<file path="src/rtl/core/hgz_pkg.sv">
// shared types, character codes and match tables for the http header gzip scanner
`timescale 1ns / 1ps

package hgz_pkg;

  // byte position counter width, saturating
  localparam int unsigned PositionBits = 16;
  localparam int unsigned OffsetBits   = 16;
  localparam logic [OffsetBits-1:0] OffsetMax = '1;

  // parse phase codes
  localparam logic [1:0] PhaseStatus = 2'd0;
  localparam logic [1:0] PhaseHeader = 2'd1;
  localparam logic [1:0] PhaseDone   = 2'd2;

  // key matcher codes
  localparam logic [1:0] KeyMatching  = 2'd0;
  localparam logic [1:0] KeyMismatch  = 2'd1;
  localparam logic [1:0] KeyGoodColon = 2'd2;
  localparam logic [1:0] KeyBadColon  = 2'd3;

  localparam logic [4:0] KeyLen = 5'd16;
  localparam logic [2:0] GzLen  = 3'd4;

  localparam logic [7:0] ChNul   = 8'h00;
  localparam logic [7:0] ChCr    = 8'h0D;
  localparam logic [7:0] ChLf    = 8'h0A;
  localparam logic [7:0] ChColon = 8'h3A;
  localparam logic [7:0] ChG     = 8'h67;

  // per line parse state
  typedef struct packed {
    logic       nonempty;
    logic [4:0] key_idx;
    logic [1:0] key_st;
    logic       after_colon;
    logic [2:0] gz_idx;
    logic       has_gz;
  } line_state_t;

  localparam line_state_t LineClear = '{
    nonempty:    1'b0,
    key_idx:     5'd0,
    key_st:      KeyMatching,
    after_colon: 1'b0,
    gz_idx:      3'd0,
    has_gz:      1'b0
  };

  // "Content-Encoding"
  function automatic logic [7:0] key_char(input logic [3:0] idx);
    logic [7:0] c;
    unique case (idx)
      4'd0:    c = 8'h43;
      4'd1:    c = 8'h6F;
      4'd2:    c = 8'h6E;
      4'd3:    c = 8'h74;
      4'd4:    c = 8'h65;
      4'd5:    c = 8'h6E;
      4'd6:    c = 8'h74;
      4'd7:    c = 8'h2D;
      4'd8:    c = 8'h45;
      4'd9:    c = 8'h6E;
      4'd10:   c = 8'h63;
      4'd11:   c = 8'h6F;
      4'd12:   c = 8'h64;
      4'd13:   c = 8'h69;
      4'd14:   c = 8'h6E;
      default: c = 8'h67;
    endcase
    return c;
  endfunction

  // "gzip"
  function automatic logic [7:0] gz_char(input logic [1:0] idx);
    logic [7:0] c;
    unique case (idx)
      2'd0:    c = 8'h67;
      2'd1:    c = 8'h7A;
      2'd2:    c = 8'h69;
      default: c = 8'h70;
    endcase
    return c;
  endfunction

  // clamp a position to the offset width
  function automatic logic [OffsetBits-1:0] sat_offset(input logic [PositionBits-1:0] p);
    logic [PositionBits+OffsetBits-1:0] wide;
    logic [PositionBits+OffsetBits-1:0] lim;
    wide = {{OffsetBits{1'b0}}, p};
    lim  = {{PositionBits{1'b0}}, OffsetMax};
    if (wide > lim) begin
      return OffsetMax;
    end
    return wide[OffsetBits-1:0];
  endfunction

endpackage

</file>
<file path="src/rtl/core/http_header_gzip_scanner.sv">
// top level of the http header gzip scanner: byte parser state and result register
`timescale 1ns / 1ps

// http header gzip scanner. takes the bytes of one http message buffer, one word
// per cycle, and on the word flagged last_byte_i gives one result word: the offset
// where the body starts (end of the last complete header line, saturating at
// 65535) and whether a complete Content-Encoding line held gzip. first_byte_i
// clears the parse state before its byte is taken. every byte is parsed in the
// cycle it is accepted, so the block takes one word per cycle with no gaps; the
// result register holds one pending result, and input stalls only when that
// result has not been taken. a result is registered and is valid in the cycle after its last byte.
module http_header_gzip_scanner (
  input  logic        clk_i,
  input  logic        rst_ni,
  input  logic        in_valid_i,
  output logic        in_ready_o,
  input  logic [7:0]  data_byte_i,
  input  logic        first_byte_i,
  input  logic        last_byte_i,
  output logic        out_valid_o,
  input  logic        out_ready_i,
  output logic [15:0] body_offset_o,
  output logic        is_gzipped_o
);
  import hgz_pkg::*;

  // parse state
  logic [1:0]              phase_q, phase_d;
  logic                    cr_q, cr_d;
  logic [PositionBits-1:0] pos_q, pos_d;
  logic [PositionBits-1:0] commit_q, commit_d;
  logic                    found_q, found_d;
  line_state_t             line_q, line_d;

  // state after an optional clear on first byte
  logic [1:0]              phase_b;
  logic                    cr_b;
  logic [PositionBits-1:0] pos_b;
  logic [PositionBits-1:0] commit_b;
  logic                    found_b;
  line_state_t             line_b;

  // two chained line steps: a held cr turning into a line byte, then this byte
  line_state_t             line_cr, line_in1, line_byte;
  logic [PositionBits-1:0] pos_inc;

  // result register
  logic                    out_valid_q, out_valid_d;
  logic [OffsetBits-1:0]   offset_q;
  logic                    gz_q;

  logic in_fire;

  assign in_ready_o = !out_valid_q || out_ready_i;
  assign in_fire    = in_valid_i && in_ready_o;

  always_comb begin
    if (first_byte_i) begin
      phase_b  = PhaseStatus;
      cr_b     = 1'b0;
      pos_b    = '0;
      commit_b = '0;
      found_b  = 1'b0;
      line_b   = LineClear;
    end else begin
      phase_b  = phase_q;
      cr_b     = cr_q;
      pos_b    = pos_q;
      commit_b = commit_q;
      found_b  = found_q;
      line_b   = line_q;
    end
  end

  assign pos_inc = (pos_b == '1) ? pos_b : pos_b + 1'b1;

  hgz_line u_line_cr (
    .line_i (line_b),
    .byte_i (ChCr),
    .line_o (line_cr)
  );

  assign line_in1 = cr_b ? line_cr : line_b;

  hgz_line u_line_byte (
    .line_i (line_in1),
    .byte_i (data_byte_i),
    .line_o (line_byte)
  );

  // per byte parse step
  always_comb begin
    phase_d  = phase_b;
    cr_d     = cr_b;
    pos_d    = pos_b;
    commit_d = commit_b;
    found_d  = found_b;
    line_d   = line_b;
    if (phase_b == PhaseStatus || phase_b == PhaseHeader) begin
      if (data_byte_i == ChNul) begin
        // nul ends the data
        phase_d = PhaseDone;
      end else begin
        pos_d = pos_inc;
        if (phase_b == PhaseStatus) begin
          commit_d = pos_inc;
          if (cr_b && data_byte_i == ChLf) begin
            cr_d    = 1'b0;
            phase_d = PhaseHeader;
            line_d  = LineClear;
          end else begin
            cr_d = (data_byte_i == ChCr);
          end
        end else if (cr_b && data_byte_i == ChLf) begin
          // line complete: empty or colonless line stops the scan
          cr_d     = 1'b0;
          commit_d = pos_inc;
          line_d   = LineClear;
          if (!line_b.nonempty || line_b.key_st == KeyMatching ||
              line_b.key_st == KeyMismatch) begin
            phase_d = PhaseDone;
          end else if (line_b.key_st == KeyGoodColon && line_b.has_gz) begin
            found_d = 1'b1;
          end
        end else begin
          cr_d   = (data_byte_i == ChCr);
          line_d = (data_byte_i == ChCr) ? line_in1 : line_byte;
        end
      end
    end
  end

  always_comb begin
    out_valid_d = out_valid_q;
    if (in_fire && last_byte_i) begin
      out_valid_d = 1'b1;
    end else if (out_ready_i) begin
      out_valid_d = 1'b0;
    end
  end

  always_ff @(posedge clk_i or negedge rst_ni) begin
    if (!rst_ni) begin
      phase_q     <= PhaseStatus;
      cr_q        <= 1'b0;
      pos_q       <= '0;
      commit_q    <= '0;
      found_q     <= 1'b0;
      line_q      <= LineClear;
      out_valid_q <= 1'b0;
    end else begin
      out_valid_q <= out_valid_d;
      if (in_fire) begin
        phase_q  <= phase_d;
        cr_q     <= cr_d;
        pos_q    <= pos_d;
        commit_q <= commit_d;
        found_q  <= found_d;
        line_q   <= line_d;
      end
    end
  end

  // result payload, loaded on the last word of a buffer
  always_ff @(posedge clk_i) begin
    if (in_fire && last_byte_i) begin
      offset_q <= sat_offset(commit_d);
      gz_q     <= found_d;
    end
  end

  assign out_valid_o   = out_valid_q;
  assign body_offset_o = offset_q;
  assign is_gzipped_o  = gz_q;

endmodule

</file>
<file path="src/rtl/core/hgz_line.sv">
// one header line byte step: key match, colon tracking and gzip search
`timescale 1ns / 1ps

module hgz_line (
  input  hgz_pkg::line_state_t line_i,
  input  logic [7:0]           byte_i,
  output hgz_pkg::line_state_t line_o
);
  import hgz_pkg::*;

  logic [2:0] gz_next;

  always_comb begin
    line_o          = line_i;
    line_o.nonempty = 1'b1;
    gz_next         = line_i.gz_idx;
    unique case (line_i.key_st)
      KeyMatching: begin
        if (byte_i == ChColon) begin
          line_o.key_st = (line_i.key_idx == KeyLen) ? KeyGoodColon : KeyBadColon;
        end else if (line_i.key_idx != KeyLen && byte_i == key_char(line_i.key_idx[3:0])) begin
          line_o.key_idx = line_i.key_idx + 5'd1;
        end else begin
          line_o.key_st = KeyMismatch;
        end
      end
      KeyMismatch: begin
        if (byte_i == ChColon) begin
          line_o.key_st = KeyBadColon;
        end
      end
      default: begin
        // first byte after the colon is skipped
        if (!line_i.after_colon) begin
          line_o.after_colon = 1'b1;
        end else if (line_i.key_st == KeyGoodColon && !line_i.has_gz) begin
          if (line_i.gz_idx != GzLen && byte_i == gz_char(line_i.gz_idx[1:0])) begin
            gz_next = line_i.gz_idx + 3'd1;
          end else begin
            gz_next = (byte_i == ChG) ? 3'd1 : 3'd0;
          end
          line_o.gz_idx = gz_next;
          if (gz_next == GzLen) begin
            line_o.has_gz = 1'b1;
          end
        end
      end
    endcase
  end

endmodule

</file>
<file path="config.mk">
export PLATFORM = sky130hd
export DESIGN_NAME = http_header_gzip_scanner
export DESIGN_NICKNAME = d
export VERILOG_FILES = /design/src/rtl/core/hgz_pkg.sv /design/src/rtl/core/http_header_gzip_scanner.sv /design/src/rtl/core/hgz_line.sv
export SDC_FILE = /design/constraint.sdc
export NUM_CORES = 1
export LEC_CHECK = 0
export BUFFER_PORTS_ARGS = -buffer_cell sky130_fd_sc_hd__buf_2
export CAP_MARGIN = 20
export CORE_ASPECT_RATIO = 2
export CORE_MARGIN = 2
export CORE_UTILIZATION = 39
export DETAILED_ROUTE_END_ITERATION = 12
export HOLD_SLACK_MARGIN = 0.05
export SLEW_MARGIN = 10
export SYNTH_ARGS = -nofsm -noshare
export SYNTH_HDL_FRONTEND = slang
export SYNTH_HIERARCHICAL = 1
export SYNTH_SLANG_ARGS = --single-unit
</file>
<file path="constraint.sdc">
create_clock -name clk_i -period 8.95 [get_ports clk_i]
set_input_delay 0 -clock clk_i [delete_from_list [all_inputs] [get_ports clk_i]]
set_output_delay 0 -clock clk_i [all_outputs]
set_load 0.005 [all_outputs]
</file>
; After elaboration in Yosys (flattened, before gate mapping)
; Memory sizes are Yosys's and may differ from the RTL's.
; Cells that the tools add are included.
[classes]
mux = 77
n_eq_ne = 25
reduce_logical = 27
add_sub_neg = 5
[op_table]
columns = op, count
row1 = 16-bit two-way mux, 9
row2 = 13-bit two-way mux, 8
row3 = 8-bit two-way mux, 9
row4 = 5-bit two-way mux, 7
row5 = 5-bit one-hot mux with 3 select lines, 2
row6 = 2-bit two-way mux, 12
row7 = 3-bit two-way mux, 8
row8 = 1-bit two-way mux, 17
row9 = 16-bit by 1-bit adder with 16-bit output (second input constant), 1
row10 = 16-bit equality test (second input constant), 1
row11 = 4-bit by 8-bit equality test with 1-bit output (first input constant), 2
row12 = 8-bit by 4-bit equality test with 1-bit output (second input constant), 2
row13 = 8-bit equality test, 2
row14 = 4-bit two-way mux, 4
row15 = 5-bit by 1-bit adder with 5-bit output (second input constant), 2
row16 = 2-bit by 1-bit equality test with 1-bit output (second input constant), 5
row17 = 1-bit logical AND, 10
row18 = 2-bit logical NOT, 5
row19 = 5-bit inequality test (second input constant), 2
row20 = 2-bit equality test (second input constant), 4
row21 = 8-bit by 6-bit equality test with 1-bit output (second input constant), 1
row22 = 8-bit by 7-bit equality test with 1-bit output (second input constant), 1
row23 = 8-bit logical NOT, 1
row24 = 3-bit by 1-bit adder with 3-bit output (second input constant), 2
row25 = other kinds (8), 17
[word_totals]
reg_bits = 67
romBits = 224
inputBits = 14
n_memories = 2
word_cells = 150
[memory_table]
columns = name, words, word_bits, rd, rd_clocked_by_memory_dff, write_ports, line
row1 = (name not given), 16, 7, 1, 0, 0, hgz_pkg.sv:53  ; unique case (idx)
row2 = (name not given), 16, 7, 1, 0, 0, hgz_pkg.sv:53

; Logic depth before layout (Yosys ltp)
[depth]
depth_word = 39
depth_mapped = 25
depth_no_buf = 21

; Modules after synthesis
; The synthesis kept the hierarchy.
[by_module_without_submodules]
columns = module, area_each_um2, cells_per_inst, n_inst
row1 = http_header_gzip_scanner, 3973.8, 418, 1
row2 = hgz_line at u_line_cr, 770.7, 96, 1
row3 = hgz_line at u_line_byte, 763.2, 103, 1

; Least setup slack after synthesis
; Ideal clock, no wire load.
[synth_path]
path_type = input-to-reg
from = in first_byte_i
to = reg line_q[8] (netlist bit)
cell_stages = 23
setup_ps = 132
arrival_time_ps = 5362
t_required_ps = 8818
slack_ps = 3457
path_cell_list = buf_6 -> buf_6 -> clkbuf_1 -> clkbuf_1 -> nor2b_1 -> inv_1 -> ha_1 -> mux4_2 -> xnor2_1 -> nor4_2 -> nand3_2 -> mux2_1 -> mux2i_1 -> nor2_1 -> inv_1 -> ha_1 -> mux4_1 -> xor2_1 -> nand4_2 -> nor4b_4 -> mux2_1 -> a21oi_1 -> o2bb2ai_1
[synth_rtl]
columns = element, line
row1 = start: declaration, http_header_gzip_scanner.sv:18  ; input logic first_byte_i,
row2 = end signal: assignment, http_header_gzip_scanner.sv:149  ; line_q <= LineClear;
row3 = end signal: assignment, http_header_gzip_scanner.sv:159  ; line_q <= line_d;
row4 = end: declaration, http_header_gzip_scanner.sv:33  ; line_state_t line_q, line_d;

==> impl_metrics.env <==
export IMPL_final_setup_skew_ns=0.00475
export IMPL_finalSetupViolations=0
export IMPL_clk_insertion_delay_late_ns=0.33
export IMPL_worstPathRequired_ns=9.15
export IMPL_holdBufCountCts=3
export IMPL_syn_avg_cell_area_um2=8.94
export IMPL_tritoncts="done"
export IMPL_final_layout_size_suffix_gt1_frac=0.133
export IMPL_grt_use_met1=0.202
export IMPL_top_usage_layer="met2"
export IMPL_portBuffers=32
export IMPL_clkTransAtPathRegs_ns=0.06
export IMPL_fmax_mhz=171
export IMPL_number_of_global_route_vias_before_repair=4859
export IMPL_core_mm2=0.0138
export IMPL_antenna_cells_inserted=0
export IMPL_cts_buffers_inserted=9
export IMPL_hold_path_class="input port to flop"
export IMPL_postRouteAntennaNets=0
export IMPL_cts_setup_buffers=0
export IMPL_track_usage=0.202
export IMPL_critical_path_class="flop to flop"
export IMPL_die_area_mm2=0.0151
export IMPL_worstPathArrival_ns=6.05
export IMPL_post_synth_inst_count=616
export IMPL_fin_nets=701
export IMPL_grt_start_max_net_pins=69
export IMPL_seqCellArea_mm2=0.00176
export IMPL_io_pin_count=33
export IMPL_max_slew_worst_pin_slew_ns=1.03
export IMPL_cp_buffers_inverters=2
export IMPL_final_period_utilization=0.654
export IMPL_ff2ff_setup_slack_ns=3.09
export IMPL_cts_repair_resized=0
export IMPL_cts_max_level=3
export IMPL_wire_length_of_the_first_global_routing_pass_um=23800
export IMPL_die_width_um=88
export IMPL_layout_cells_most_common="nand2_1"
export IMPL_leakage_uw=0.00244
export IMPL_num_fill_cells=1357
export IMPL_antenna_found_initial=0
export IMPL_cp_top_family="simple AND/OR/NAND/NOR gates"
export IMPL_finalWorstPathRequiredPeriod_ns=5.86
export IMPL_route_detailed_drc=0
export IMPL_initial_utilization=0.398
export IMPL_drtIter0Drc=317
export IMPL_tns_ns=0
export IMPL_dr_pass1_iters=7
export IMPL_grt_met3_usage=0.0282
export IMPL_die_height_um=172
export IMPL_final_max_slew_violation_count=0
export IMPL_numClockSinks=67
export IMPL_critical_path_cell_chain="nor2b_1 > inv_1 > ha_1 > mux4_2 > xnor2_1 > nor4_2 > nand3_2 > mux2_1 > mux2i_1 > nor2_1 > inv_1 > ha_1 > mux4_1 > xor2_1 > nand4_2 > nor4b_4 > mux2_1 > a21oi_1 > o2bb2ai_1"
export IMPL_vdd_ir_drop_max_uv=88.6
export IMPL_via_count=4807
export IMPL_setup_worst_path_end_class="flop"
export IMPL_detailed_place_hpwl_um=10700
export IMPL_run_status="completed"
export IMPL_max_cap_violations=0
export IMPL_power_density_mw_per_mm2=148
export IMPL_share_of_the_core_filled_with_cells_in_the_final_layout=0.453
export IMPL_placementRows=61
export IMPL_final_hold_viol_count=0
export IMPL_gp_congestion=0.850
export IMPL_synthesis_area_mm2=0.00550
export IMPL_wirelength_um=14400
export IMPL_rsz0062_at_grt="false"
export IMPL_crit_fanout=9
export IMPL_cts_buffer_depth=2
export IMPL_multiInputGateArea_mm2=0.00359
export IMPL_crit_path_max_incr_delay_ns=0.53
export IMPL_wl_per_cell_um=16.8
export IMPL_synthToLayoutAreaGrowth_pct=13.6
export IMPL_synthesis_yosys_warnings=6
export IMPL_worst_setup_start_kind="flop"
export IMPL_globalRouteOverflowTotal=0
export IMPL_slew_limit_headroom=0.310
export IMPL_met2_resource_use_gr=0.398
export IMPL_via_per_inst=5.59
export IMPL_clock_tree_root_cell="clkbuf_16"
export IMPL_mostFrequentLayoutCells="nand2_1, dfrtp_1, nor2_1"
export IMPL_cell_with_the_largest_stage_delay_on_the_worst_path="mux4_1"
[worst paths after layout]
| kind | from | end | cells past startpoint |
|---|---|---|---|
| worst max-delay path | line_q[7] | line_q[8] | 19 |
| worst min-delay path | data_byte_i[2] | cr_q | 3 |
| worst max register to register | line_q[7] | line_q[8] | 19 |
| worst min register to register | commit_q[1] | commit_q[1] | 1 |
| max in group asynchronous | rst_ni | commit_q[11] | 3 |
| min in group asynchronous | rst_ni | line_q[7] | 3 |
[flip-flops by register name, summed over array words and instances (netlist names)]
register	cells
body_offset_o	16
commit_q	16
pos_q	16
line_q	13
phase_q	2
cr_q	1
found_q	1
is_gzipped_o	1
out_valid_o	1
[per-stage QoR]
step / power (uW) / cells / hold slack, ns / cell area (um2) / setup WS, ns
6_report: 923 / 860 / 0.220 / 6250 / 3.09
5_1_grt: 962 / 860 / 0.277 / 6250 / 2.53
4_1_cts: 931 / 859 / 0.265 / 6240 / 3.05
3_5_place_dp: 514 / 840 / 0.189 / 5860 / 3.08
3_3_place_gp: 509 / 839 / 0.179 / 5860 / 3.27
2_1_floorplan: 468 / 649 / -0.296 / 5630 / 3.46
[worst reg2reg max path, cell delays in order, from the launching register on]
cell and delay, ns:
dfrtp_1 0.36, nor2b_1 0.46, inv_1 0.19, ha_1 0.36, mux4_2 0.47, xnor2_1 0.15, nor4_2 0.43, nand3_2 0.18
mux2_1 0.25, mux2i_1 0.09, nor2_1 0.43, inv_1 0.13, ha_1 0.33, mux4_1 0.53, xor2_1 0.18, nand4_2 0.17
nor4b_4 0.42, mux2_1 0.36, a21oi_1 0.14, o2bb2ai_1 0.07
[power by group]
part / switching (uW) / internal [uW]
Combinational: 90.8 / 51.6
Sequential: 29.3 / 339
Clock: 139 / 273
[area by class of cell]
type	count	area share
clock inverter	6	0.0182
multi-input combinational	527	0.574
timing repair buffer	42	0.0400
inverter	19	0.0114
clock buffer	10	0.0366
tap	189	0.0378
sequential	67	0.282
[routing by layer]
layer / vias up / wire length, um
met5: - / 0
met4: 0 / 406
met3: 27 / 346
met2: 95 / 8460
met1: 2342 / 5200
li1: 2343 / -
Note: power is estimated with default switching activity, not from simulation.
